## src/sv/assert_macros.svh

```systemverilog
// ----------------------------------------------------------------------------
// assert_macros.svh
// shared assertion macros for the rectangle region finder
// ----------------------------------------------------------------------------
`ifndef ASSERT_MACROS_SVH
`define ASSERT_MACROS_SVH

// property sampled on the rising clock, off while reset is low
`define MRRF_ASSERT(lbl, clk_i, rstn_i, prop, msg) \
	lbl: assert property (@(posedge clk_i) disable iff (!rstn_i) (prop)) else $error(msg);

// same-cycle implication
`define MRRF_ASSERT_IMP(lbl, clk_i, rstn_i, ante, cons, msg) \
	`MRRF_ASSERT(lbl, clk_i, rstn_i, (ante) |-> (cons), msg)

`endif

```

## src/sv/mrrf_pkg.sv

```systemverilog
// ----------------------------------------------------------------------------
// mrrf_pkg
// types and constants shared by the rectangle region finder modules
// ----------------------------------------------------------------------------
`default_nettype none

package mrrf_pkg;

	// configuration port
	localparam int CFG_IDX_W  = 1;
	localparam int CFG_DATA_W = 7;

	localparam logic [CFG_IDX_W-1:0] REG_NUM_ROWS = 1'd0;
	localparam logic [CFG_IDX_W-1:0] REG_NUM_COLS = 1'd1;

	// output field widths
	localparam int CAT_W  = 2;
	localparam int ROW_W  = 6;
	localparam int COL_W  = 6;
	localparam int HGT_W  = 7;
	localparam int WID_W  = 7;
	localparam int AREA_W = 13;

	localparam int NUM_RECORDS = 3;

	// record categories
	localparam logic [CAT_W-1:0] CAT_HEIGHT = 2'd0;
	localparam logic [CAT_W-1:0] CAT_WIDTH  = 2'd1;
	localparam logic [CAT_W-1:0] CAT_AREA   = 2'd2;

	typedef struct packed {
		logic [AREA_W-1:0] region_area;
		logic [WID_W-1:0]  region_width;
		logic [HGT_W-1:0]  region_height;
		logic [COL_W-1:0]  left_col;
		logic [ROW_W-1:0]  top_row;
	} rec_t;

	typedef struct packed {
		logic busy;
		logic done;
	} scan_stat_t;

	typedef enum logic [2:0] {
		SC_IDLE,
		SC_READ,
		SC_CHECK,
		SC_WIDTH,
		SC_HEIGHT,
		SC_MARK,
		SC_UPDATE
	} scan_state_t;

endpackage

`default_nettype wire

```

## src/sv/mrrf_out.sv

```systemverilog
// ----------------------------------------------------------------------------
// mrrf_out
// output register that presents the three records of a frame in order
// ----------------------------------------------------------------------------
`default_nettype none

`include "assert_macros.svh"

module mrrf_out (
	input  logic                          clk,
	input  logic                          arst_n,
	input  logic                          load,
	input  mrrf_pkg::rec_t                rec_height,
	input  mrrf_pkg::rec_t                rec_width,
	input  mrrf_pkg::rec_t                rec_area,
	output logic                          busy,
	output logic                          m_tvalid,
	input  logic                          m_tready,
	output logic [39:0]                   m_tdata,
	output logic [mrrf_pkg::CAT_W-1:0]    m_tuser,
	output logic                          m_tlast
);

	logic [1:0]                 pend_q;
	logic                       tvalid_q, last_q, advance;
	logic [mrrf_pkg::CAT_W-1:0] idx, cat_q;
	mrrf_pkg::rec_t             sel, rec_q;

	// records not yet moved into the output register
	assign idx     = mrrf_pkg::CAT_W'(mrrf_pkg::NUM_RECORDS) - pend_q;
	assign advance = (pend_q != 2'd0) && (!tvalid_q || m_tready);
	assign busy    = (pend_q != 2'd0);

	always_comb begin
		case (idx)
			mrrf_pkg::CAT_HEIGHT: sel = rec_height;
			mrrf_pkg::CAT_WIDTH:  sel = rec_width;
			default:              sel = rec_area;
		endcase
	end

	always_ff @(posedge clk or negedge arst_n) begin
		if (!arst_n) begin
			pend_q   <= 2'd0;
			tvalid_q <= 1'b0;
		end else begin
			if (load) begin
				pend_q <= 2'(mrrf_pkg::NUM_RECORDS);
			end else if (advance) begin
				pend_q <= pend_q - 2'd1;
			end
			if (advance) begin
				tvalid_q <= 1'b1;
			end else if (m_tready) begin
				tvalid_q <= 1'b0;
			end
		end
	end

	always_ff @(posedge clk) begin
		if (advance) begin
			rec_q  <= sel;
			cat_q  <= idx;
			last_q <= (idx == mrrf_pkg::CAT_AREA);
		end
	end

	assign m_tvalid = tvalid_q;
	assign m_tdata  = {1'b0, rec_q.region_area, rec_q.region_width, rec_q.region_height,
		rec_q.left_col, rec_q.top_row};
	assign m_tuser  = cat_q;
	assign m_tlast  = last_q;

	`MRRF_ASSERT_IMP(a_load_when_empty, clk, arst_n, load, pend_q == 2'd0, "records overwritten")
	`MRRF_ASSERT_IMP(a_last_is_area, clk, arst_n, tvalid_q && last_q, cat_q == mrrf_pkg::CAT_AREA, "last record not area")

endmodule

`default_nettype wire

```

## config.mk

```make
export PLATFORM = sky130hd
export DESIGN_NAME = mrrf_out
export DESIGN_NICKNAME = d
export VERILOG_FILES = /design/src/sv/mrrf_pkg.sv /design/src/sv/mrrf_out.sv
export VERILOG_INCLUDE_DIRS = /design/src /design/src/sv
export SDC_FILE = /design/constraint.sdc
export NUM_CORES = 1
export LEC_CHECK = 0
export BUFFER_PORTS_ARGS = -buffer_cell sky130_fd_sc_hd__buf_2
export CAP_MARGIN = 20
export CORE_MARGIN = 1.5
export CORE_UTILIZATION = 31
export CTS_CLUSTER_DIAMETER = 150
export DETAILED_ROUTE_END_ITERATION = 7
export GPL_ROUTABILITY_DRIVEN = 0
export PLACE_DENSITY_LB_ADDON = 0.05
export SYNTH_ARGS = -nofsm -noshare
export SYNTH_HDL_FRONTEND = slang
export SYNTH_SLANG_ARGS = --single-unit
```

## constraint.sdc

```tcl
create_clock -name clk -period 3.8 [get_ports clk]
set_input_delay 0.95 -clock clk [delete_from_list [all_inputs] [get_ports clk]]
set_output_delay 0.95 -clock clk [all_outputs]
set_load 0.1 [all_outputs]
```

### Yosys cells after proc, flatten, opt, wreduce, memory -nomap -nowiden

Cells that the tools add are included.

* output and inout port bits: 45
* register bits: 45
* word-level logic and storage cells: 25

* reduce and logical (&&, ||, !) cells: 7
* add/sub/neg operators: 2
* muxes and demuxes: 5
* equal/unequal tests: 2

Operator list (count)
* 39-bit case mux with 2 select lines: 1
* 2-bit nonzero test: 3
* 2-bit 2-to-1 mux: 2
* 2-bit by 1-bit == test with 1-bit output (second input constant): 1
* 2-bit == test (second input constant): 1
* 2-bit logical NOT: 1
* 1-bit 2-to-1 mux: 2
* 2-bit by 1-bit subtractor with 2-bit output (second input constant): 1
* 2-bit subtractor (first input constant): 1
* 1-bit logical AND: 1
* 1-bit logical NOT: 1
* 1-bit logical OR: 1

### Depth between registers and ports, before layout

Gate-level depths: netlist of the first run.

* depth in word-level cells: 5
* gate-level depth with buffers: 7
* gate-level depth less buffers: 5

### Worst setup path after synthesis of the first run

Ideal clock, no wire load.

* path kind: register to register
* start point: reg tvalid_q (netlist: m_tvalid)
* end point: reg rec_q, in the netlist m_tdata[0] (enable)
* buffers on the path: 0
* cell stages (with the launch flop): 3
* setup time: 0.441 ns
* path slack: 0.539 ns
* arrival time: 2.820 ns
* path through: dfrtp_1 > nor2b_1 > nor2_1

* cells in the longest elaborated chain, start to end: 3

Ends and longest elaborated chain
* from (decl): RTL line mrrf_out.sv:25 `logic tvalid_q, last_q, advance;`
* from (signal assigned): RTL line mrrf_out.sv:45 `tvalid_q <= 1'b0;`
* from (signal assigned): RTL line mrrf_out.sv:53 `tvalid_q <= 1'b1;`
* from (signal assigned): RTL line mrrf_out.sv:55 `tvalid_q <= 1'b0;`
* 1-bit logical NOT: RTL line mrrf_out.sv:31 `assign advance = (pend_q != 2'd0) && (!tvalid_q || m_tready);`
* 1-bit logical OR: RTL line mrrf_out.sv:31
* 1-bit logical AND: RTL line mrrf_out.sv:31
* via advance: RTL line mrrf_out.sv:25
* to (signal assigned): RTL line mrrf_out.sv:62 `rec_q <= sel;`
* to (decl): RTL line mrrf_out.sv:27 `mrrf_pkg::rec_t sel, rec_q;`

The timed path passes the listed nets, and every way through them passes these cells.
A chain may end at the register's enable or synchronous reset.

### Final worst setup path of the first run

* start point: reg pend_q[0]
* end point: out busy

* cells in the longest elaborated chain, start to end: 1

Ends and longest elaborated chain
* from (decl): RTL line mrrf_out.sv:24 `logic [1:0] pend_q;`
* from (signal assigned): RTL line mrrf_out.sv:48 `pend_q <= 2'(mrrf_pkg::NUM_RECORDS);`
* from (signal assigned): RTL line mrrf_out.sv:50 `pend_q <= pend_q - 2'd1;`
* 2-bit nonzero test: RTL line mrrf_out.sv:32 `assign busy = (pend_q != 2'd0);`
* to (decl): RTL line mrrf_out.sv:16 `output logic busy,`

No other way between the ends.

==> results of run 1 <==
worst reg2reg max path: stages, from the launching register on:
cell and delay (ns):
dfrtp_1 0.43, inv_1 0.10, ha_1 0.22, nor2_2 0.65
buf_4 0.39, nand2_1 0.09, nand2_1 0.09
layout by cell type, fill, tap and decap left out, types with 2 or more instances in the layout:
cell      Yosys  final
clkbuf_1      3      3
ha_1          4      4
buf_2         4    164
nand2_1      78     78
o21ai_0       2      2
clkbuf_8      0      5
a22oi_1      39     39
dfrtp_1       3      3
buf_4         3      4
inv_1         4      4
edfxtp_1     42     42
cell families after synthesis:
logic type | Yosys count | share of synthesized area [%]
compound gates | 42 | 14.7
fa+ha+maj | 4 | 2.36
buf+inv | 17 | 4.48
simple gates | 84 | 15.3
flops | 45 | 63.0
other cells | 1 | 0.177
final cells by class:
type	count	share of cell area, %
well taps	77	3.13
clock buffers	8	2.60
repair buffers	168	27.6
inverters	4	0.488
flip-flops and latches	45	43.4
multi-input cells	131	22.7
power groups by stage:
stage	Sequential (uW)	Combinational, uW	Clock [uW]
2_1_floorplan	1110	162	0
3_3_place_gp	657	764	0
3_5_place_dp	659	764	0
4_1_cts	649	765	287
5_1_grt	655	801	306
6_report	647	758	275
through the flow:
stage	util, %	total power [uW]	area, sq um	worst slack [ns]	hold slack (ns)
2_1_floorplan	-	1270	2120	0.539	0.558
3_3_place_gp	46.2	1420	3000	1.45	0.614
3_5_place_dp	46.2	1420	3000	1.43	0.615
4_1_cts	47.4	1700	3080	1.23	0.432
5_1_grt	47.4	1760	3080	1.13	0.424
6_report	47.4	1680	3080	1.24	0.442
worst paths after layout:
check	from	end	slack (ns)	cells past startpoint
setup / recovery	pend_q[0]$_DFFE_PN0P_	busy	1.24	4
hold / removal	arst_n	pend_q[1]$_DFFE_PN0P_	0.44	1
setup reg to reg	pend_q[0]$_DFFE_PN0P_	m_tdata[4]$_DFFE_PP_	1.70	6
hold reg to reg	pend_q[1]$_DFFE_PN0P_	m_tuser[1]$_DFFE_PP_	0.64	1
max in group asynchronous	arst_n	m_tvalid$_DFFE_PN0P_	3.26	1
min in group clk	pend_q[1]$_DFFE_PN0P_	m_tuser[1]$_DFFE_PP_	0.64	1
routing by layer:
metal | part of all wire, % | up-vias
li1 | - | 1012
met1 | 40 | 879
met2 | 51 | 97
met3 | 8.2 | 9
met4 | 1.6 | 0
met5 | 0 | -
flip-flops by register name, indices dropped and copies added, names as in the netlist:
name and flops:
m_tdata 39, m_tlast 1, m_tuser 2, m_tvalid 1, pend_q 2
==> impl_metrics.csv, run 1 <==
group,metric,value,unit
run_status,status,"finished clean",
clock_tree,postCtsResizedCells,0,
floorplan,die-width,85.7,um
global_routing,grtUsageMet3,4.81,%
global_routing,gr-total-overflow,0,
placed_design,dp_hpwl,4330,um
clock_tree,cts.sinks,45,
sta,drv_slew,0,
cells_and_area,multi_input_area,699,sq um
global_routing,gr-usage-met2,28.3,%
yosys,syn_inst,193,
yosys,synth_edf_count,42,
cells_and_area,drive_gt1_share,49.2,%
yosys,yosysTopAreaCellShare,59.5,%
yosys,yosysWarnings,0,
sta,rsz0062_at_grt,"no",
yosys,synth_commonest_cells,"78 x nand2_1, 42 x edfxtp_1, 39 x a22oi_1",
detailed_routing,route.detailed.drc,0,
power,p_switching,776,uW
power,pwr-share-comb,45.1,%
sta,hold_viol_final,0,
setup_path,crit_buf_inv,3,
global_routing,track_usage,15.4,%
setup_path,critPathKind,"reg2out",
sta,finalCritPeriodShare,67.3,%
floorplan,start_util,32.7,%
placed_design,place_inst,425,
detailed_routing,ant_nets,0,
cells_and_area,fillers,648,
yosys,ys_seq_area_share,63.0,%
global_routing,grt_pass1_wl,8710,um
power,p_per_area,546,nW/um^2
power,p_int,904,uW
yosys,synth_nets,318,
detailed_routing,dr_total_vias,1997,
setup_path,cp-end-kind,"primary output",
min_path,hold_path_class,"in2async",
sta,setup_violations,0,
yosys,yosysTopAreaCell,"edfxtp_1",
global_routing,busiest_layer,"met2",
clock_tree,path_clk_slew,0.08,ns
cells_and_area,ff_latch_area,1340,sq um
sta,fmax,0.391,GHz
yosys,synth_seq_cells,45,
detailed_routing,drt-total-wl,5710,um
setup_path,path_cells,"inv_1 > ha_1 > inv_1 > buf_2",
global_routing,grt_max_degree,40,
sta,min_period,2.56,ns
cells_and_area,antenna_cells,0,
power,ir_drop,0.224,mV
yosys,synthFlopType,"edfxtp_1",
power,power_frac_seq,38.5,%
sta,worst_pin_slew,0.830,ns
setup_path,crit_path_max_incr_delay,0.43,ns
power,swShare,46.2,%
yosys,syn_area,2120,sq um
cells_and_area,final_nets,480,
detailed_routing,via_per_inst,4.61,
sta,finalClockSkew,0.00651,ns
job,cap_violations,0,
global_routing,antenna_found_initial,0,
global_routing,gr-usage-met1,16.8,%
placed_design,port_buffers,164,
cells_and_area,area_delta_synth_final,45.1,%
sta,slew_headroom,44.6,%
clock_tree,clock_latency,0.28,ns
yosys,synth_most_common_cell,"nand2_1",
yosys,synth_cell_types,19,
clock_tree,ctsRootBufferMaster,"clkbuf_8",
setup_path,cp-start-kind,"flip-flop",
detailed_routing,dr.first_iter.drc_count,42,
cells_and_area,stdcell_count,433,
floorplan,die_height,85.7,um
sta,finalSetupTns,0,ns
power,p_clk_share,16.4,%
clock_tree,cts-buffers-inserted,5,
setup_path,cpMaxStageDelayCell,"dfrtp_1",
power,p_leak,0.00155,uW
clock_tree,cts_setup_buffers,0,
floorplan,rows,29,
detailed_routing,post_drt_wl_per_cell,13.2,um
global_routing,first_global_vias,1907,
yosys,postSynthAreaPerCell,11.0,sq um
floorplan,core,6490,sq um
detailed_routing,drt-pass1-iter-count,4,
setup_path,crit_family,"buffers and inverters",
clock_tree,holdBufCountCts,0,
clock_tree,clockBufferDepth,2,
setup_path,cp_max_fo,7,
setup_path,critPathArrivalTime,1.61,ns
setup_path,critPathRequiredTime,2.85,ns
setup_path,path_common_cell,"inv_1",
clock_tree,cts_tree,"yes",
floorplan,boundaryPins,166,
clock_tree,ctsHtreeMaxLevel,2,
floorplan,dieArea,7350,sq um
yosys,async_reset_ff_share,6.67,%
yosys,synth.area.top_cells,"edfxtp_1 59%, a22oi_1 14%, nand2_1 14%",
Note: power is estimated with default switching activity, not from simulation.
==> run 2: changes to the inputs <==
--- a/config.mk
+++ b/config.mk
@@ -6,6 +6,7 @@
 export SDC_FILE = /design/constraint.sdc
 export NUM_CORES = 1
 export LEC_CHECK = 0
+export ABC_AREA = 1
 export BUFFER_PORTS_ARGS = -buffer_cell sky130_fd_sc_hd__buf_2
 export CAP_MARGIN = 20
 export CORE_MARGIN = 1.5
==> constraint.sdc (replaced) <==
create_clock -name clk -period 2.6 [get_ports clk]
set_input_delay 0.65 -clock clk [delete_from_list [all_inputs] [get_ports clk]]
set_output_delay 0.65 -clock clk [all_outputs]
set_load 0.1 [all_outputs]
==> run 2 against run 1 <==
Net effect: flip-flop and latch count unchanged; final area increased by 2.8%; combinational power increased by 48%; highest routed layer unchanged.
==> impl_metrics.csv, run 2 <==
group,metric,value,unit
sta,finalClockSkew,0.00464,ns
global_routing,antenna_found_initial,0,
run_status,status,"finished clean",
yosys,yosysTopAreaCell,"edfxtp_1",
min_path,hold_path_class,"in2async",
power,p_switching,1150,uW
cells_and_area,multi_input_area,733,sq um
placed_design,dpl-instance-area,3080,sq um
detailed_routing,drt-pass1-iter-count,4,
yosys,synth_cell_types,13,
placed_design,dp_hpwl,4300,um
clock_tree,cts.sinks,45,
cells_and_area,drive_gt1_share,43.9,%
detailed_routing,dr.first_iter.drc_count,121,
floorplan,core,6790,sq um
power,p_per_area,782,nW/um^2
global_routing,busiest_layer,"met2",
clock_tree,clockBufferDepth,2,
floorplan,die_height,86.6,um
power,swShare,46.6,%
sta,worst_pin_slew,0.800,ns
global_routing,track_usage,15.7,%
setup_path,ff2ff_setup_slack,0.50,ns
setup_path,cp_max_fo,4,
yosys,synthFlopType,"edfxtp_1",
cells_and_area,fillers,710,
cells_and_area,area_delta_synth_final,46.0,%
sta,slew_headroom,46.6,%
yosys,synth.area.top_cells,"edfxtp_1 58%, nand2_1 21%, nand3_1 9.9%",
yosys,synth_edf_count,42,
global_routing,grt_pass1_wl,8980,um
sta,finalCritPeriodShare,85.0,%
clock_tree,path_clk_slew,0.08,ns
placed_design,port_buffers,164,
cells_and_area,ff_latch_area,1340,sq um
cells_and_area,final_cell_mix,"164 x buf_2, 122 x nand2_1, 43 x nand3_1",
detailed_routing,via_per_inst,4.34,
yosys,async_reset_ff_share,6.67,%
global_routing,first_global_vias,1927,
clock_tree,cts-buffers-inserted,5,
setup_path,critPathRequiredTime,1.95,ns
yosys,synth_most_common_cell,"nand2_1",
detailed_routing,ant_nets,0,
global_routing,gr-usage-met2,26.6,%
yosys,synth_seq_cells,45,
cells_and_area,final_cell_area,3160,sq um
sta,rsz0062_at_grt,"no",
setup_path,cp-end-kind,"primary output",
yosys,syn_area,2170,sq um
sta,drv_slew,0,
floorplan,die-width,86.6,um
sta,fmax,0.452,GHz
clock_tree,cts_tree,"yes",
power,p_int,1320,uW
power,power_frac_seq,38.2,%
global_routing,gr-usage-met1,18.2,%
detailed_routing,dr_total_vias,2150,
detailed_routing,route.detailed.drc,0,
setup_path,critPathArrivalTime,1.56,ns
clock_tree,holdBufCountCts,0,
cells_and_area,final_nets,523,
clock_tree,clock_latency,0.29,ns
yosys,yosysWarnings,0,
yosys,ys_seq_area_share,61.7,%
cells_and_area,antenna_cells,0,
setup_path,critPathKind,"reg2out",
sta,setup_violations,0,
yosys,syn_inst,236,
detailed_routing,drt-total-wl,5790,um
yosys,synth_nets,361,
cells_and_area,final_common_cell,"buf_2",
power,pwr-share-comb,45.3,%
setup_path,cp-start-kind,"flip-flop",
floorplan,start_util,31.9,%
yosys,synth_commonest_cells,"122 x nand2_1, 43 x nand3_1, 42 x edfxtp_1",
yosys,yosysTopAreaCellShare,58.2,%
power,p_leak,0.00159,uW
floorplan,rows,30,
global_routing,grtUsageMet3,5.05,%
sta,finalSetupTns,0,ns
clock_tree,postCtsResizedCells,0,
yosys,postSynthAreaPerCell,9.18,sq um
global_routing,grt_max_degree,40,
clock_tree,ctsRootBufferMaster,"clkbuf_8",
floorplan,dieArea,7500,sq um
floorplan,boundaryPins,166,
clock_tree,ctsHtreeMaxLevel,2,
power,p_clk_share,16.5,%
power,ir_drop,0.284,mV
setup_path,reg2reg_from,"pend_q[0]$_DFFE_PN0P_",
setup_path,startpoint,"pend_q[0]$_DFFE_PN0P_",
cells_and_area,largest_reg_flops,39,
clock_tree,cts_setup_buffers,0,
sta,hold_viol_final,0,
sta,min_period,2.21,ns
job,cap_violations,0,
global_routing,gr-total-overflow,0,
detailed_routing,post_drt_wl_per_cell,11.7,um
==> run 2: final cells by class <==
| class | instances | share of cell area [%] |
|---|---|---|
| multi-input combinational | 171 | 23.2 |
| tap | 96 | 3.80 |
| clock buffer | 8 | 2.53 |
| sequential | 45 | 42.2 |
| timing repair buffer | 168 | 27.3 |
| inverter | 7 | 0.949 |
==> run 2: path summary, 6_finish.rpt <==
kind	depth (start not counted)	to
max in group asynchronous	1	pend_q[0]$_DFFE_PN0P_
min	1	pend_q[1]$_DFFE_PN0P_
max	4	busy
min reg2reg	2	pend_q[1]$_DFFE_PN0P_
min in group clk	2	pend_q[1]$_DFFE_PN0P_
max reg2reg	6	m_tdata[35]$_DFFE_PP_
==> run 2: kinds of logic after synthesis <==
logic type	Yosys count	share of synthesized area (%)
other	1	0.173
AND/OR/NAND/NOR	166	31.2
adder cells (fa/ha/maj)	4	2.31
buffers and inverters	20	4.62
flip-flops	45	61.7
==> run 2: layer usage <==
metal / vias up / share of wire, %
li1: 1096 / -
met2: 98 / 49
met5: - / 0
met1: 942 / 40
met4: 0 / 2.7
met3: 14 / 8.2
==> run 2: power groups by stage <==
stage | Combinational [uW] | Clock [uW] | Sequential (uW)
after floorplan | 238 | 0 | 1620
after global placement | 1130 | 0 | 959
after detailed placement | 1130 | 0 | 962
after CTS | 1130 | 427 | 947
after global routing | 1190 | 450 | 956
final | 1120 | 408 | 945
==> run 2: stage by stage <==
stage	hold slack, ns	utilization [%]	setup slack [ns]	instances	total power (uW)
floorplan	0.354	-	0.167	236	1860
finish	0.140	46.6	0.390	495	2470
global route	0.127	46.6	0.262	495	2600
CTS	0.134	46.6	0.357	495	2510
global placement	0.453	45.4	0.486	487	2090
detailed placement	0.454	45.4	0.465	487	2100
==> run 2: critical path, cell delays in order, from the launching register on <==
cell	delay, ns
dfrtp_1	0.40
inv_1	0.11
ha_1	0.23
inv_1	0.10
buf_2	0.43
