===== src/sv/assert_macros.svh =====
// ----------------------------------------------------------------------------
// assert_macros.svh
// shared assertion macros for the rectangle region finder
// ----------------------------------------------------------------------------
`ifndef ASSERT_MACROS_SVH
`define ASSERT_MACROS_SVH

// property sampled on the rising clock, off while reset is low
`define MRRF_ASSERT(lbl, clk_i, rstn_i, prop, msg) \
	lbl: assert property (@(posedge clk_i) disable iff (!rstn_i) (prop)) else $error(msg);

// same-cycle implication
`define MRRF_ASSERT_IMP(lbl, clk_i, rstn_i, ante, cons, msg) \
	`MRRF_ASSERT(lbl, clk_i, rstn_i, (ante) |-> (cons), msg)

`endif


===== src/sv/mrrf_pkg.sv =====
// ----------------------------------------------------------------------------
// mrrf_pkg
// types and constants shared by the rectangle region finder modules
// ----------------------------------------------------------------------------
`default_nettype none

package mrrf_pkg;

	// configuration port
	localparam int CFG_IDX_W  = 1;
	localparam int CFG_DATA_W = 7;

	localparam logic [CFG_IDX_W-1:0] REG_NUM_ROWS = 1'd0;
	localparam logic [CFG_IDX_W-1:0] REG_NUM_COLS = 1'd1;

	// output field widths
	localparam int CAT_W  = 2;
	localparam int ROW_W  = 6;
	localparam int COL_W  = 6;
	localparam int HGT_W  = 7;
	localparam int WID_W  = 7;
	localparam int AREA_W = 13;

	localparam int NUM_RECORDS = 3;

	// record categories
	localparam logic [CAT_W-1:0] CAT_HEIGHT = 2'd0;
	localparam logic [CAT_W-1:0] CAT_WIDTH  = 2'd1;
	localparam logic [CAT_W-1:0] CAT_AREA   = 2'd2;

	typedef struct packed {
		logic [AREA_W-1:0] region_area;
		logic [WID_W-1:0]  region_width;
		logic [HGT_W-1:0]  region_height;
		logic [COL_W-1:0]  left_col;
		logic [ROW_W-1:0]  top_row;
	} rec_t;

	typedef struct packed {
		logic busy;
		logic done;
	} scan_stat_t;

	typedef enum logic [2:0] {
		SC_IDLE,
		SC_READ,
		SC_CHECK,
		SC_WIDTH,
		SC_HEIGHT,
		SC_MARK,
		SC_UPDATE
	} scan_state_t;

endpackage

`default_nettype wire


===== src/sv/mrrf_scan.sv =====
// ----------------------------------------------------------------------------
// mrrf_scan
// raster scan sequencer: finds regions, marks them visited, keeps records
// ----------------------------------------------------------------------------
`default_nettype none

`include "assert_macros.svh"

module mrrf_scan #(
	parameter int MAX_SIDE = 64,
	localparam int CELLS   = MAX_SIDE * MAX_SIDE,
	localparam int AW      = (CELLS > 1) ? $clog2(CELLS) : 1,
	localparam int SW      = $clog2(MAX_SIDE + 1)
) (
	input  logic                  clk,
	input  logic                  arst_n,
	input  logic                  start,
	input  logic [SW-1:0]         num_rows,
	input  logic [SW-1:0]         num_cols,
	output logic [AW-1:0]         rd_addr,
	input  logic                  img_bit,
	input  logic                  vis_bit,
	output logic                  mark_we,
	output logic [AW-1:0]         mark_addr,
	output mrrf_pkg::scan_stat_t  stat,
	output mrrf_pkg::rec_t        rec_height,
	output mrrf_pkg::rec_t        rec_width,
	output mrrf_pkg::rec_t        rec_area
);

	localparam int IW = (MAX_SIDE > 1) ? $clog2(MAX_SIDE) : 1;
	localparam int EW = SW + 1;
	localparam int PW = 2 * SW;

	typedef struct packed {
		logic [IW-1:0] row;
		logic [IW-1:0] col;
		logic [SW-1:0] height;
		logic [SW-1:0] width;
		logic [PW-1:0] area;
	} cand_t;

	function automatic mrrf_pkg::rec_t to_rec(input cand_t c);
		logic [IW+mrrf_pkg::ROW_W-1:0]  row_x;
		logic [IW+mrrf_pkg::COL_W-1:0]  col_x;
		logic [SW+mrrf_pkg::HGT_W-1:0]  hgt_x;
		logic [SW+mrrf_pkg::WID_W-1:0]  wid_x;
		logic [PW+mrrf_pkg::AREA_W-1:0] area_x;
		mrrf_pkg::rec_t r;
		row_x  = {{mrrf_pkg::ROW_W{1'b0}}, c.row};
		col_x  = {{mrrf_pkg::COL_W{1'b0}}, c.col};
		hgt_x  = {{mrrf_pkg::HGT_W{1'b0}}, c.height};
		wid_x  = {{mrrf_pkg::WID_W{1'b0}}, c.width};
		area_x = {{mrrf_pkg::AREA_W{1'b0}}, c.area};
		r.top_row       = row_x[mrrf_pkg::ROW_W-1:0];
		r.left_col      = col_x[mrrf_pkg::COL_W-1:0];
		r.region_height = hgt_x[mrrf_pkg::HGT_W-1:0];
		r.region_width  = wid_x[mrrf_pkg::WID_W-1:0];
		r.region_area   = area_x[mrrf_pkg::AREA_W-1:0];
		return r;
	endfunction

	mrrf_pkg::scan_state_t state_q, state_d;

	logic [IW-1:0] i_q, j_q, mx_q, my_q;
	logic [SW-1:0] w_q, h_q;
	logic [AW-1:0] cur_q, probe_q, probe_d, mrow_q, mark_q;
	logic [PW-1:0] area_q;
	cand_t         best_h_q, best_w_q, best_a_q, cand;

	logic [EW-1:0] i_e, j_e, w_e, h_e, rows_e, cols_e;
	logic [AW-1:0] cols_a;
	logic          j_fit, w_fit, i_fit, h_fit, row_end, scan_last;
	logic          start_cell, mark_row_end, mark_last;

	assign i_e    = EW'(i_q);
	assign j_e    = EW'(j_q);
	assign w_e    = EW'(w_q);
	assign h_e    = EW'(h_q);
	assign rows_e = EW'(num_rows);
	assign cols_e = EW'(num_cols);
	assign cols_a = AW'(num_cols);

	assign j_fit        = (j_e + EW'(1)) < cols_e;
	assign w_fit        = (j_e + w_e + EW'(1)) < cols_e;
	assign i_fit        = (i_e + EW'(1)) < rows_e;
	assign h_fit        = (i_e + h_e + EW'(1)) < rows_e;
	assign row_end      = (j_e + EW'(1)) == cols_e;
	assign scan_last    = row_end && ((i_e + EW'(1)) == rows_e);
	assign start_cell   = img_bit && !vis_bit;
	assign mark_row_end = (EW'(my_q) + EW'(1)) == w_e;
	assign mark_last    = mark_row_end && ((EW'(mx_q) + EW'(1)) == h_e);

	assign cand = '{row: i_q, col: j_q, height: h_q, width: w_q, area: area_q};

	// next state
	always_comb begin
		state_d = state_q;
		unique case (state_q)
			mrrf_pkg::SC_IDLE: begin
				if (start) state_d = mrrf_pkg::SC_READ;
			end
			mrrf_pkg::SC_READ: state_d = mrrf_pkg::SC_CHECK;
			mrrf_pkg::SC_CHECK: begin
				if (start_cell) begin
					if (j_fit)      state_d = mrrf_pkg::SC_WIDTH;
					else if (i_fit) state_d = mrrf_pkg::SC_HEIGHT;
					else            state_d = mrrf_pkg::SC_MARK;
				end else if (scan_last) begin
					state_d = mrrf_pkg::SC_IDLE;
				end
			end
			mrrf_pkg::SC_WIDTH: begin
				if (!(img_bit && w_fit)) begin
					state_d = i_fit ? mrrf_pkg::SC_HEIGHT : mrrf_pkg::SC_MARK;
				end
			end
			mrrf_pkg::SC_HEIGHT: begin
				if (!(img_bit && h_fit)) state_d = mrrf_pkg::SC_MARK;
			end
			mrrf_pkg::SC_MARK: begin
				if (mark_last) state_d = mrrf_pkg::SC_UPDATE;
			end
			mrrf_pkg::SC_UPDATE: begin
				state_d = scan_last ? mrrf_pkg::SC_IDLE : mrrf_pkg::SC_CHECK;
			end
			default: state_d = mrrf_pkg::SC_IDLE;
		endcase
	end

	// outputs: read address for the next cycle, mark write, status
	always_comb begin
		probe_d   = probe_q;
		mark_we   = 1'b0;
		stat.busy = (state_q != mrrf_pkg::SC_IDLE);
		stat.done = 1'b0;
		unique case (state_q)
			mrrf_pkg::SC_IDLE: ;
			mrrf_pkg::SC_READ: probe_d = cur_q;
			mrrf_pkg::SC_CHECK: begin
				if (start_cell) begin
					if (j_fit)      probe_d = cur_q + AW'(1);
					else if (i_fit) probe_d = cur_q + cols_a;
				end else if (scan_last) begin
					stat.done = 1'b1;
				end else begin
					probe_d = cur_q + AW'(1);
				end
			end
			mrrf_pkg::SC_WIDTH: begin
				if (img_bit && w_fit) probe_d = probe_q + AW'(1);
				else if (i_fit)       probe_d = cur_q + cols_a;
			end
			mrrf_pkg::SC_HEIGHT: begin
				if (img_bit && h_fit) probe_d = probe_q + cols_a;
			end
			mrrf_pkg::SC_MARK: mark_we = 1'b1;
			mrrf_pkg::SC_UPDATE: begin
				if (scan_last) stat.done = 1'b1;
				else           probe_d = cur_q + AW'(1);
			end
			default: ;
		endcase
	end

	assign rd_addr   = probe_d;
	assign mark_addr = mark_q;

	always_ff @(posedge clk or negedge arst_n) begin
		if (!arst_n) begin
			state_q <= mrrf_pkg::SC_IDLE;
		end else begin
			state_q <= state_d;
		end
	end

	always_ff @(posedge clk) begin
		probe_q <= probe_d;
		unique case (state_q)
			mrrf_pkg::SC_IDLE: begin
				if (start) begin
					i_q      <= '0;
					j_q      <= '0;
					cur_q    <= '0;
					best_h_q <= '0;
					best_w_q <= '0;
					best_a_q <= '0;
				end
			end
			mrrf_pkg::SC_READ: ;
			mrrf_pkg::SC_CHECK: begin
				if (start_cell) begin
					w_q    <= SW'(1);
					h_q    <= SW'(1);
					mark_q <= cur_q;
					mrow_q <= cur_q;
					mx_q   <= '0;
					my_q   <= '0;
				end else if (!scan_last) begin
					cur_q <= cur_q + AW'(1);
					if (row_end) begin
						j_q <= '0;
						i_q <= i_q + IW'(1);
					end else begin
						j_q <= j_q + IW'(1);
					end
				end
			end
			mrrf_pkg::SC_WIDTH: begin
				if (img_bit) w_q <= w_q + SW'(1);
			end
			mrrf_pkg::SC_HEIGHT: begin
				if (img_bit) h_q <= h_q + SW'(1);
			end
			mrrf_pkg::SC_MARK: begin
				area_q <= PW'(h_q) * PW'(w_q);
				if (mark_row_end) begin
					my_q   <= '0;
					mx_q   <= mx_q + IW'(1);
					mrow_q <= mrow_q + cols_a;
					mark_q <= mrow_q + cols_a;
				end else begin
					my_q   <= my_q + IW'(1);
					mark_q <= mark_q + AW'(1);
				end
			end
			mrrf_pkg::SC_UPDATE: begin
				// strictly greater only, earlier region wins a tie
				if (h_q > best_h_q.height) best_h_q <= cand;
				if (w_q > best_w_q.width)  best_w_q <= cand;
				if (area_q > best_a_q.area) best_a_q <= cand;
				if (!scan_last) begin
					cur_q <= cur_q + AW'(1);
					if (row_end) begin
						j_q <= '0;
						i_q <= i_q + IW'(1);
					end else begin
						j_q <= j_q + IW'(1);
					end
				end
			end
			default: ;
		endcase
	end

	assign rec_height = to_rec(best_h_q);
	assign rec_width  = to_rec(best_w_q);
	assign rec_area   = to_rec(best_a_q);

	`MRRF_ASSERT_IMP(a_start_when_idle, clk, arst_n, start, state_q == mrrf_pkg::SC_IDLE, "scan start while busy")
	`MRRF_ASSERT_IMP(a_width_in_frame, clk, arst_n, state_q == mrrf_pkg::SC_MARK, (j_e + w_e) <= cols_e, "region wider than frame")
	`MRRF_ASSERT_IMP(a_height_in_frame, clk, arst_n, state_q == mrrf_pkg::SC_MARK, (i_e + h_e) <= rows_e, "region taller than frame")

endmodule

`default_nettype wire


===== config.mk =====
export PLATFORM = sky130hd
export DESIGN_NAME = mrrf_scan
export DESIGN_NICKNAME = d
export VERILOG_FILES = /design/src/sv/mrrf_pkg.sv /design/src/sv/mrrf_scan.sv
export VERILOG_INCLUDE_DIRS = /design/src /design/src/sv
export SDC_FILE = /design/constraint.sdc
export NUM_CORES = 1
export LEC_CHECK = 0
export BUFFER_PORTS_ARGS = -buffer_cell sky130_fd_sc_hd__buf_2
export CORE_ASPECT_RATIO = 0.6
export CORE_MARGIN = 5
export CORE_UTILIZATION = 45
export CTS_CLUSTER_SIZE = 25
export DETAILED_ROUTE_END_ITERATION = 16
export GPL_TIMING_DRIVEN = 0
export PLACE_DENSITY_LB_ADDON = 0.2
export SLEW_MARGIN = 30
export SYNTH_ARGS = -nofsm -noshare
export SYNTH_HDL_FRONTEND = slang
export SYNTH_SLANG_ARGS = --single-unit

===== constraint.sdc =====
create_clock -name clk -period 5.3 [get_ports clk]
set_clock_uncertainty 0.2 [all_clocks]
set_input_delay 0.53 -clock clk [delete_from_list [all_inputs] [get_ports clk]]
set_output_delay 0.53 -clock clk [all_outputs]
set_load 0.02 [all_outputs]

-- Word-level counts from Yosys, hierarchy flattened
Cells that the tools add are included.
- bits in writable memories: 0
- ROM bits: 0
- bits in registers: 221
- output and inout bits: 144
- memories kept: 0
- bits in latches: 0
- bitwise gates (word level): 0
- equal/unequal tests: 23
- multiplexer cells: 56
- $add $sub $neg: 20
- div/mod/pow operators: 0
- order comparisons: 7
- reduce and logical (&&, ||, !) cells: 22
- shifts and indexed selects: 0
- $mul: 1
- operators by type and width (operator ; count):
    40-bit one-hot mux with 2 select lines ; 3
    40-bit two-way mux ; 4
    12-bit two-way mux ; 12
    6-bit two-way mux ; 10
    12-bit one-hot mux with 5 select lines ; 1
    12-bit one-hot mux with 2 select lines ; 2
    12-bit by 1-bit adder with 12-bit output (second input constant) ; 3
    12-bit by 7-bit adder with 12-bit output ; 3
    12-bit one-hot mux with 3 select lines ; 1
    6-bit one-hot mux with 3 select lines ; 2
    8-bit by 7-bit less-than comparator with 1-bit output ; 4
    6-bit by 1-bit adder with 7-bit output (second input constant) ; 4
    7-bit == test ; 4
    7-bit one-hot mux with 2 select lines ; 2
    6-bit by 1-bit adder with 6-bit output (second input constant) ; 4
    2-bit inequality test (second input constant) ; 12
    6-bit one-hot mux with 2 select lines ; 2
    3-bit two-way mux ; 7
    7-bit two-way mux ; 3
    3-bit one-hot mux with 7 select lines ; 1
    3-bit AND reduction ; 7
    6-bit by 7-bit adder with 8-bit output ; 2
    8-bit by 1-bit adder with 8-bit output (second input constant) ; 2
    7-bit by 1-bit adder with 7-bit output (second input constant) ; 2
    other kinds (17) ; 32

-- Logic depth before layout (Yosys ltp)
Gate-level depths: netlist (run 1).
- word-level depth: 6
- depth in mapped cells: 20
- gate-level depth less buffers: 18

-- Worst setup path before layout (run 1)
OpenSTA, ideal clock, no wires.
- kind: register to register
- from: reg area_q[1]
- to: reg best_a_q[13] in the netlist's numbering, enable pin
- period minus slack after synthesis: 5.072 ns
- setup time: 0.503 ns
- arrival: 4.368 ns
- path slack: 0.228 ns
- stages on the path, launching flop included: 10
- cells stage by stage: edfxtp_1 ha_1 nor2b_1 o21a_1 o21a_1 o21a_1 o21ai_0 nand2b_1 a211oi_1 a221oi_1
- longest elaborated chain between the ends: 3
- RTL lines (item ; RTL line ; source):
    start, declared ; mrrf_scan.sv:68 ; logic [PW-1:0] area_q;
    start signal, assigned ; mrrf_scan.sv:216 ; area_q <= PW'(h_q) * PW'(w_q);
    14-bit > comparator ; mrrf_scan.sv:231 ; if (area_q > best_a_q.area) best_a_q <= cand;
    2-bit inequality test (no line) ; n/a ;
    3-bit AND reduction (no line) ; n/a ;
    end signal, assigned ; mrrf_scan.sv:231 ;
    end, declared ; mrrf_scan.sv:69 ; cand_t best_h_q, best_w_q, best_a_q, cand;
Every way passes these cells.
A chain may end at the register's enable or synchronous reset.

-- Final worst setup path (run 1)
- from: reg w_q[0]
- to: out rd_addr[6]
- longest elaborated chain between the ends: 6
- RTL lines (item ; RTL line ; source):
    start, declared ; mrrf_scan.sv:66 ; logic [SW-1:0] w_q, h_q;
    start signal, assigned ; mrrf_scan.sv:210 ; if (img_bit) w_q <= w_q + SW'(1);
    6-bit by 7-bit adder with 8-bit output ; mrrf_scan.sv:85 ; assign w_fit = (j_e + w_e + EW'(1)) < cols_e;
    8-bit by 1-bit adder with 8-bit output ; mrrf_scan.sv:85 ;
    8-bit by 7-bit less-than comparator with 1-bit output ; mrrf_scan.sv:85 ;
    1-bit logical AND ; mrrf_scan.sv:151 ; if (img_bit && w_fit) probe_d = probe_q + AW'(1);
    12-bit two-way mux ; mrrf_scan.sv:151 ;
    12-bit one-hot mux with 5 select lines ; mrrf_scan.sv:137 ; unique case (state_q)
    end, declared ; mrrf_scan.sv:20 ; output logic [AW-1:0] rd_addr,
Every way passes these cells.

==> summary.txt, run 1 <==
Setup path
  – Critical path type: flop to output port
  – Kind of cell adding the most delay to the critical path: compound AO/OA/AOI/OAI gates
  – Worst Setup End Kind: output port
  – Max FO, Critical Path: 4
  – Critical path's most frequent cell: a21oi_2
  – Critical Path RT: 4.57 ns
  – Max stage delay cell, worst path: edfxtp_1
  – Flop2flop setup slack: roughly 0.21 ns
  – Crit path DAT: 4.60 ns
  – CP bufs+invs: 4
  – Crit path largest cell delay: between 0.3 and 0.4 ns
  – Cells along the critical path: buf_8 > clkinv_8 > ha_4 > fa_2 > inv_2 > a21o_1 > a21oi_2 > o21bai_1 > a21oi_1 > xnor2_1 > ha_1 > and3_4 > a221o_1 > a31oi_4 > and2_4 > mux2_4 > a21oi_2 > o21ai_1 > a31oi_2 > buf_4
  – Startpoint Class: flop

Synth
  – Post-Syn Instances: 1,481
  – Largest cells by area after synthesis: edfxtp_1 (41%), ha_1 (11%), xnor2_1 (4.3%), fa_1 (3.8%), nor2_1 (3.0%)
  – Top-area cell type share of the netlist area: 40.8%
  – Count of flip-flops with a built-in enable after synthesis: about 210
  – Post-Syn Area: about 0.015 sq mm
  – Most common cell in the synthesized netlist: edfxtp_1
  – Synth unique cells: between 70 and 80
  – Synth top cells by count: edfxtp_1 (206), ha_1 (128), nor2_1 (122)
  – Mapped Nets: 1,657
  – Synthesized area per cell: 10.2 sq um
  – Yosys top cell by area: edfxtp_1
  – Post-synth ARST share: ~1.4%
  – Synth Register Bits: 221
  – Sequential fraction of the synthesis area: 42.9%
  – Main synth FF type: edfxtp_1
  – Yosys warnings: 0

Die
  – Die W: approximately 250 um
  – # rows: between 50 and 60
  – Core area: between 0.03 and 0.04 sq mm
  – Ports: 163
  – Die Y: between 150 and 200 um
  – Initial Util: 45.3%
  – Die area: 0.0375 sq mm

Outcome
  – Violated checks: negative setup slack
  – Status: complete, but fails checks

STA
  – Worst-Margin Slew: 1.09 ns
  – Endpoints failing setup: 1
  – F_max: roughly 190 MHz
  – Slew headroom: 27.6%
  – Fin crit period: 5.33 ns
  – Tcrit/Tclk final: 101%
  – Hold Vio Cnt, Final: 0
  – Slew Viols, Final: 0
  – RSZ-0062 raised after global routing: yes
  – Fin worst setup slack: -0.0342 ns

Place
  – Placement Setup Slack: -0.478 ns
  – IO buf count: around 160
  – Placer Congestion: 1.02
  – Final HPWL DP: 37,500 um
  – Dpl cells: 2,110

Clock tree
  – Clock Latency Late Sink: 0.55 ns
  – Worst-path clk slew: 0.06 ns
  – Clock Root Buffer: clkbuf_16
  – Sink Count: between 200 and 250
  – TritonCTS Buffers: 24
  – CTS H-tree lvls: 1
  – Clock buffer depth: 3
  – CTS tree: yes

Worst hold path
  – Worst hold-check path type: input port to async pin

Layout
  – P&R area growth vs syn: 19.4%
  – Finished Layout Cells: 2,188
  – # fillers: 3,015
  – Share of layout cells above drive strength 1: 22.6%
  – Layout Nets: 1,887
  – Seq. cell area: 0.00650 sq mm
  – Area occupied by multi-input gates: 0.00797 sq mm

Run
  – Max-cap check violation count: 0

Detailed routing
  – Met3 wire length: 5830 um
  – Remaining antenna violation count: 0
  – Initial DRC count: 1,442
  – DRT Pass-1 Iters: 5
  – Vias per cell: 5.69
  – Wire per inst: between 20 and 25 um
  – Met2 routed wirelength: about 19,000 um
  – Vias: 12,454
  – DRT Wirelength: 48,600 um
  – Max Used Layer: met4
  – DRC violations left: 0
  – Met1 Wirelength: 23,200 um

Global route
  – Vias in the first global route: 11,612
  – Initial antenna violation count: 1
  – Total global routing overflow: 0
  – Largest net degree at the start of global routing: 25
  – First-pass GRT wire length: 72,400 um
  – GRT Util Overall: 25.0%

Power and ir drop
  – Leak pwr: about 7.7 nW
  – Power per Cell Area: 663 mW/mm^2
  – Worst VDD drop: 264 uV
  – Pwr Total: 12.0 mW
-- power by group --
part	switching [mW]	total (mW)	leakage, nW	internal (mW)
registers	0.436	3.12	2.08	2.68
logic	4.37	7.18	5.21	2.81
clock network	0.751	1.69	0.381	0.943
-- flip-flops by register name (all words and copies together) (netlist names), 7 cells and up --
register / count
mrow_q: 12
area_q: 14
mark_addr: 12
w_q: 7
cur_q: 12
rec_area: 39
rec_width: 39
rec_height: 39
probe_q: 12
h_q: 7
-- metrics by stage --
step	setup TNS, ns	util (%)	cell area, sq um	hold WS [ns]
3_5_place_dp	-3.89	49.9	16700	0.128
4_1_cts	-0.0384	53.2	17800	0.168
6_report	-0.0342	54.0	18100	0.172
3_3_place_gp	-175.58	49.4	16500	0.128
2_1_floorplan	0	-	15100	0.0344
5_1_grt	-1.28	54.0	18100	0.172
-- routing by layer --
layer  GRT usage (%)  vias to the layer above
met5               0                        -
met4            4.35                        0
met3            7.58                       64
met2            32.4                      626
met1            40.8                     6008
li1                -                     5756
-- worst register-to-register path, stage by stage (launching register included) --
cell	delay (ns)
edfxtp_1	0.52
clkbuf_4	0.27
and2_1	0.20
fa_1	0.53
inv_1	0.05
fa_1	0.47
inv_1	0.05
fa_1	0.52
inv_1	0.05
fa_1	0.53
inv_1	0.04
ha_1	0.32
inv_1	0.07
o21bai_1	0.11
a21oi_2	0.22
o21bai_1	0.11
a21oi_2	0.21
mux2i_1	0.20
o2111ai_1	0.14
-- cell usage in the layout, fill, tap and decap left out, types with 12 or more instances in the layout --
cell	n
edfxtp_1	206
buf_2	165
ha_1	126
nor2_1	122
nand2_1	99
inv_1	92
buf_4	76
xnor2_1	74
o21ai_0	68
a21oi_1	65
and3_1	53
nand3_1	49
xor2_1	42
and2_1	40
clkbuf_1	32
fa_1	27
clkbuf_16	24
o21a_1	21
nor3_1	21
a21o_1	20
a31oi_1	16
nor2b_1	15
buf_6	14
nand4_1	14
a211oi_1	14
dfxtp_1	12
-- area by class of cell --
type	instances	share of cell area (%)
Antenna cell	1	0.0138
Buffer	96	3.26
Clock buffer	27	3.39
Clock inverter	16	0.900
Inverter	101	2.22
Multi-Input combinational cell	1060	44.1
Sequential cell	221	36.0
Tap cell	459	3.18
Timing Repair Buffer	207	7.00
-- timing repair --
action | CTS | global route
endpoints found under the hold margin | 3 | 0
hold buffers | 1 | 0
buffers inserted | 21 | 16
pin swaps | 18 | 29
resized for setup | 50 | 62
cloned | 0 | 0
endpoints found under the setup margin | 13 | 15
-- cells by family (layout without fill, tap and decap cells) --
group / count (synthesis) / after routing / share of synthesized area, %
buf+inv: 200 / 447 / 6.15
xor+xnor: 117 / 117 / 6.77
simple gates: 469 / 469 / 15.5
flops: 221 / 221 / 42.9
fa+ha+maj: 157 / 157 / 14.4
other cells: 0 / 1 / 0
mux: 17 / 17 / 1.17
compound gates: 300 / 300 / 13.1
-- final timing paths --
path,startpoint,end,cells after the start
worst max-delay path,w_q[0],rd_addr[6],20
worst min-delay path,arst_n,state_q[2],2
worst max register to register,h_q[3],area_q[12],18
worst min register to register,probe_q[11],probe_q[11],2
max in group asynchronous,arst_n,state_q[1],2
min in group clk,start,state_q[0],3
Power figures use the tool's default switching activity.
==> run 2: changes to the inputs <==
CORE_MARGIN = default   (was 5)
PLACE_DENSITY_LB_ADDON = 0.1   (was 0.2)
SETUP_SLACK_MARGIN = 0.02   (was default)
==> run 2 against run 1 <==
The flow now finishes without violations. Wire length increased by 0.29%. Setup slack improved by 0.082 ns. Clock-buffer cell count increased by 1. Combinational power about the same. Power decreased by 0.11%. Sequential power about the same. Hold slack got worse by 0.040 ns. Via count increased by 0.12%. Cell count decreased by 0.27%. Global-route usage increased by 3.2 points. Flip-flop and latch count unchanged. Core utilization increased by 1.2 points. Largest power group unchanged.
==> summary.txt, run 2 (synthesized netlist as in run 1, its figures left out) <==
Outcome
  – Status: completed

STA
  – Slew Viols, Final: 0
  – F_max: 190 MHz
  – Tcrit/Tclk final: 99.1%
  – Slew headroom: a little under a third
  – Fin worst setup slack: 0.0475 ns
  – Endpoints failing setup: 0
  – Fin crit period: 5.25 ns
  – Hold Vio Cnt, Final: 0
  – Setup total negative slack: 0 ns
  – RSZ-0062 raised after global routing: yes
  – Worst-Margin Slew: 1.03 ns

Die
  – Core area: 0.0328 sq mm
  – Initial Util: 46.2%
  – Ports: approximately 160
  – Die Y: around 140 um
  – # rows: 51
  – Die area: around 0.034 sq mm
  – Die W: 239 um

Place
  – Placement Cell Area: 0.0167 sq mm
  – Final HPWL DP: 37,700 um
  – IO buf count: 162
  – Placer Congestion: 0.984
  – Placement Setup Slack: -0.515 ns

Setup path
  – Crit path largest cell delay: 0.38 ns
  – Critical Path RT: ~4.6 ns
  – Flop2flop setup slack: 0.24 ns
  – Worst Setup End Kind: output port
  – Startpoint Class: flop
  – Max stage delay cell, worst path: edfxtp_1
  – Critical path type: flop to output port
  – Max FO, Critical Path: 3
  – Critical path's most frequent cell: a21oi_2
  – CP bufs+invs: 4
  – Kind of cell adding the most delay to the critical path: compound AO/OA/AOI/OAI gates
  – Crit path DAT: 4.52 ns
  – Cells along the critical path: buf_8 > inv_8 > ha_4 > fa_2 > inv_2 > a21o_1 > a21oi_2 > o21bai_1 > a21oi_2 > xnor2_2 > ha_1 > and3_4 > a221o_1 > a31oi_4 > and2_4 > mux2_4 > a21oi_2 > o21ai_2 > a31oi_2 > buf_4

Clock tree
  – Clock Root Buffer: clkbuf_16
  – CTS tree: yes
  – CTS H-tree lvls: 1
  – TritonCTS Buffers: 24
  – Clock buffer depth: 3
  – Clock Latency Late Sink: roughly 0.55 ns
  – Worst-path clk slew: 0.06 ns
  – Sink Count: 221

Global route
  – Vias in the first global route: roughly 11,000
  – Largest net degree at the start of global routing: 25
  – Total global routing overflow: 0
  – First-pass GRT wire length: 71,800 um
  – GRT Util Overall: 28.2%
  – Initial antenna violation count: 2

Power and ir drop
  – Leak pwr: 7.69 nW
  – Pwr Total: 12.0 mW
  – Worst VDD drop: around 460 uV
  – Power per Cell Area: about 660 mW/mm^2

Layout
  – Share of layout cells above drive strength 1: 22.9%
  – P&R area growth vs syn: 19.6%
  – Commonest non-fill, non-tap cell in the layout: edfxtp_1
  – Util after Layout: 55.2%
  – Most frequent cells in the layout: edfxtp_1 (206), buf_2 (169), ha_1 (126)
  – Post-route cell area: 0.0181 sq mm
  – Layout Nets: 1,890

Worst hold path
  – Worst hold-check path type: input port to async pin

Detailed routing
  – DRC violations left: 0
  – Wire per inst: 22.3 um
  – Initial DRC count: 1,318
  – DRT Pass-1 Iters: 7
  – Remaining antenna violation count: 0
  – Vias per cell: 5.71
  – DRT Wirelength: roughly 49,000 um
  – Vias: around 12,000

Run
  – Max-cap check violation count: 0
run 2: changes by cell type in the layout (fill, tap and decap cells not counted), moves of 2 or more:
cell and delta:
a211oi_1 -3, a211oi_2 +3, a21oi_1 -2, a21oi_2 +2
buf_16 +3, buf_2 +4, buf_4 +6, buf_6 -3
buf_8 -2, clkbuf_1 +2, clkbuf_2 -4, inv_1 +2
nor3_1 +2, nor3_2 -2
run 2: final cells by class:
class | count | area [sq um]
Fill cell | 3014 | 14700
Multi-Input combinational cell | 1060 | 8010
Sequential cell | 221 | 6500
Timing Repair Buffer | 209 | 1290
Clock buffer | 28 | 616
Buffer | 97 | 603
Tap cell | 450 | 563
Inverter | 101 | 393
Clock inverter | 15 | 128
Antenna cell | 1 | 2.50
run 2: layer usage:
metal | global-route usage [%] | up-vias | share of wire (%)
li1 | - | 5774 | -
met3 | 9.47 | 33 | 12
met5 | 0 | - | 0
met2 | 34.9 | 592 | 37
met1 | 46.2 | 6070 | 50
met4 | 3.81 | 0 | 1.1
run 2: timing repair:
action	4_1_cts	5_1_grt
setup endpoints to repair	14	16
pin swaps	13	24
gates resized for setup	51	65
setup buffers	19	17
hold endpoints to repair	3	0
hold buffers	1	0
run 2: power breakdown:
| group | switching [mW] | internal, mW | leakage [nW] |
|---|---|---|---|
| clock network | 0.739 | 0.892 | 0.360 |
| logic | 4.40 | 2.82 | 5.24 |
| registers | 0.447 | 2.68 | 2.08 |
run 2: per-stage QoR:
step / hold slack (ns) / cells
6_report: 0.132 / 2182
5_1_grt: 0.142 / 2181
4_1_cts: 0.118 / 2166
3_5_place_dp: 0.155 / 2103
3_3_place_gp: 0.156 / 2093
2_1_floorplan: 0.0344 / 1481
run 2: path summary, 6_finish.rpt:
| kind | end | start | cells after the start |
|---|---|---|---|
| setup / recovery | rd_addr[6] | w_q[0] | 20 |
| hold / removal | state_q[1] | arst_n | 2 |
| setup reg to reg | area_q[12] | h_q[2] | 16 |
| hold reg to reg | probe_q[11] | probe_q[11] | 2 |
| max in group asynchronous | state_q[0] | arst_n | 2 |
| min in group clk | state_q[0] | start | 3 |
run 2: worst reg2reg max path, stage by stage, from the launching register on:
cell and delay, ns:
edfxtp_1 0.53, clkbuf_2 0.29, and2_1 0.24, fa_1 0.50, ha_1 0.30, inv_1 0.06, fa_1 0.51, fa_1 0.55
inv_1 0.05, ha_1 0.34, a21oi_2 0.23, o21bai_1 0.12, a21oi_2 0.21, o21bai_1 0.11, a21oi_2 0.20, mux2i_1 0.21
o2111ai_1 0.14
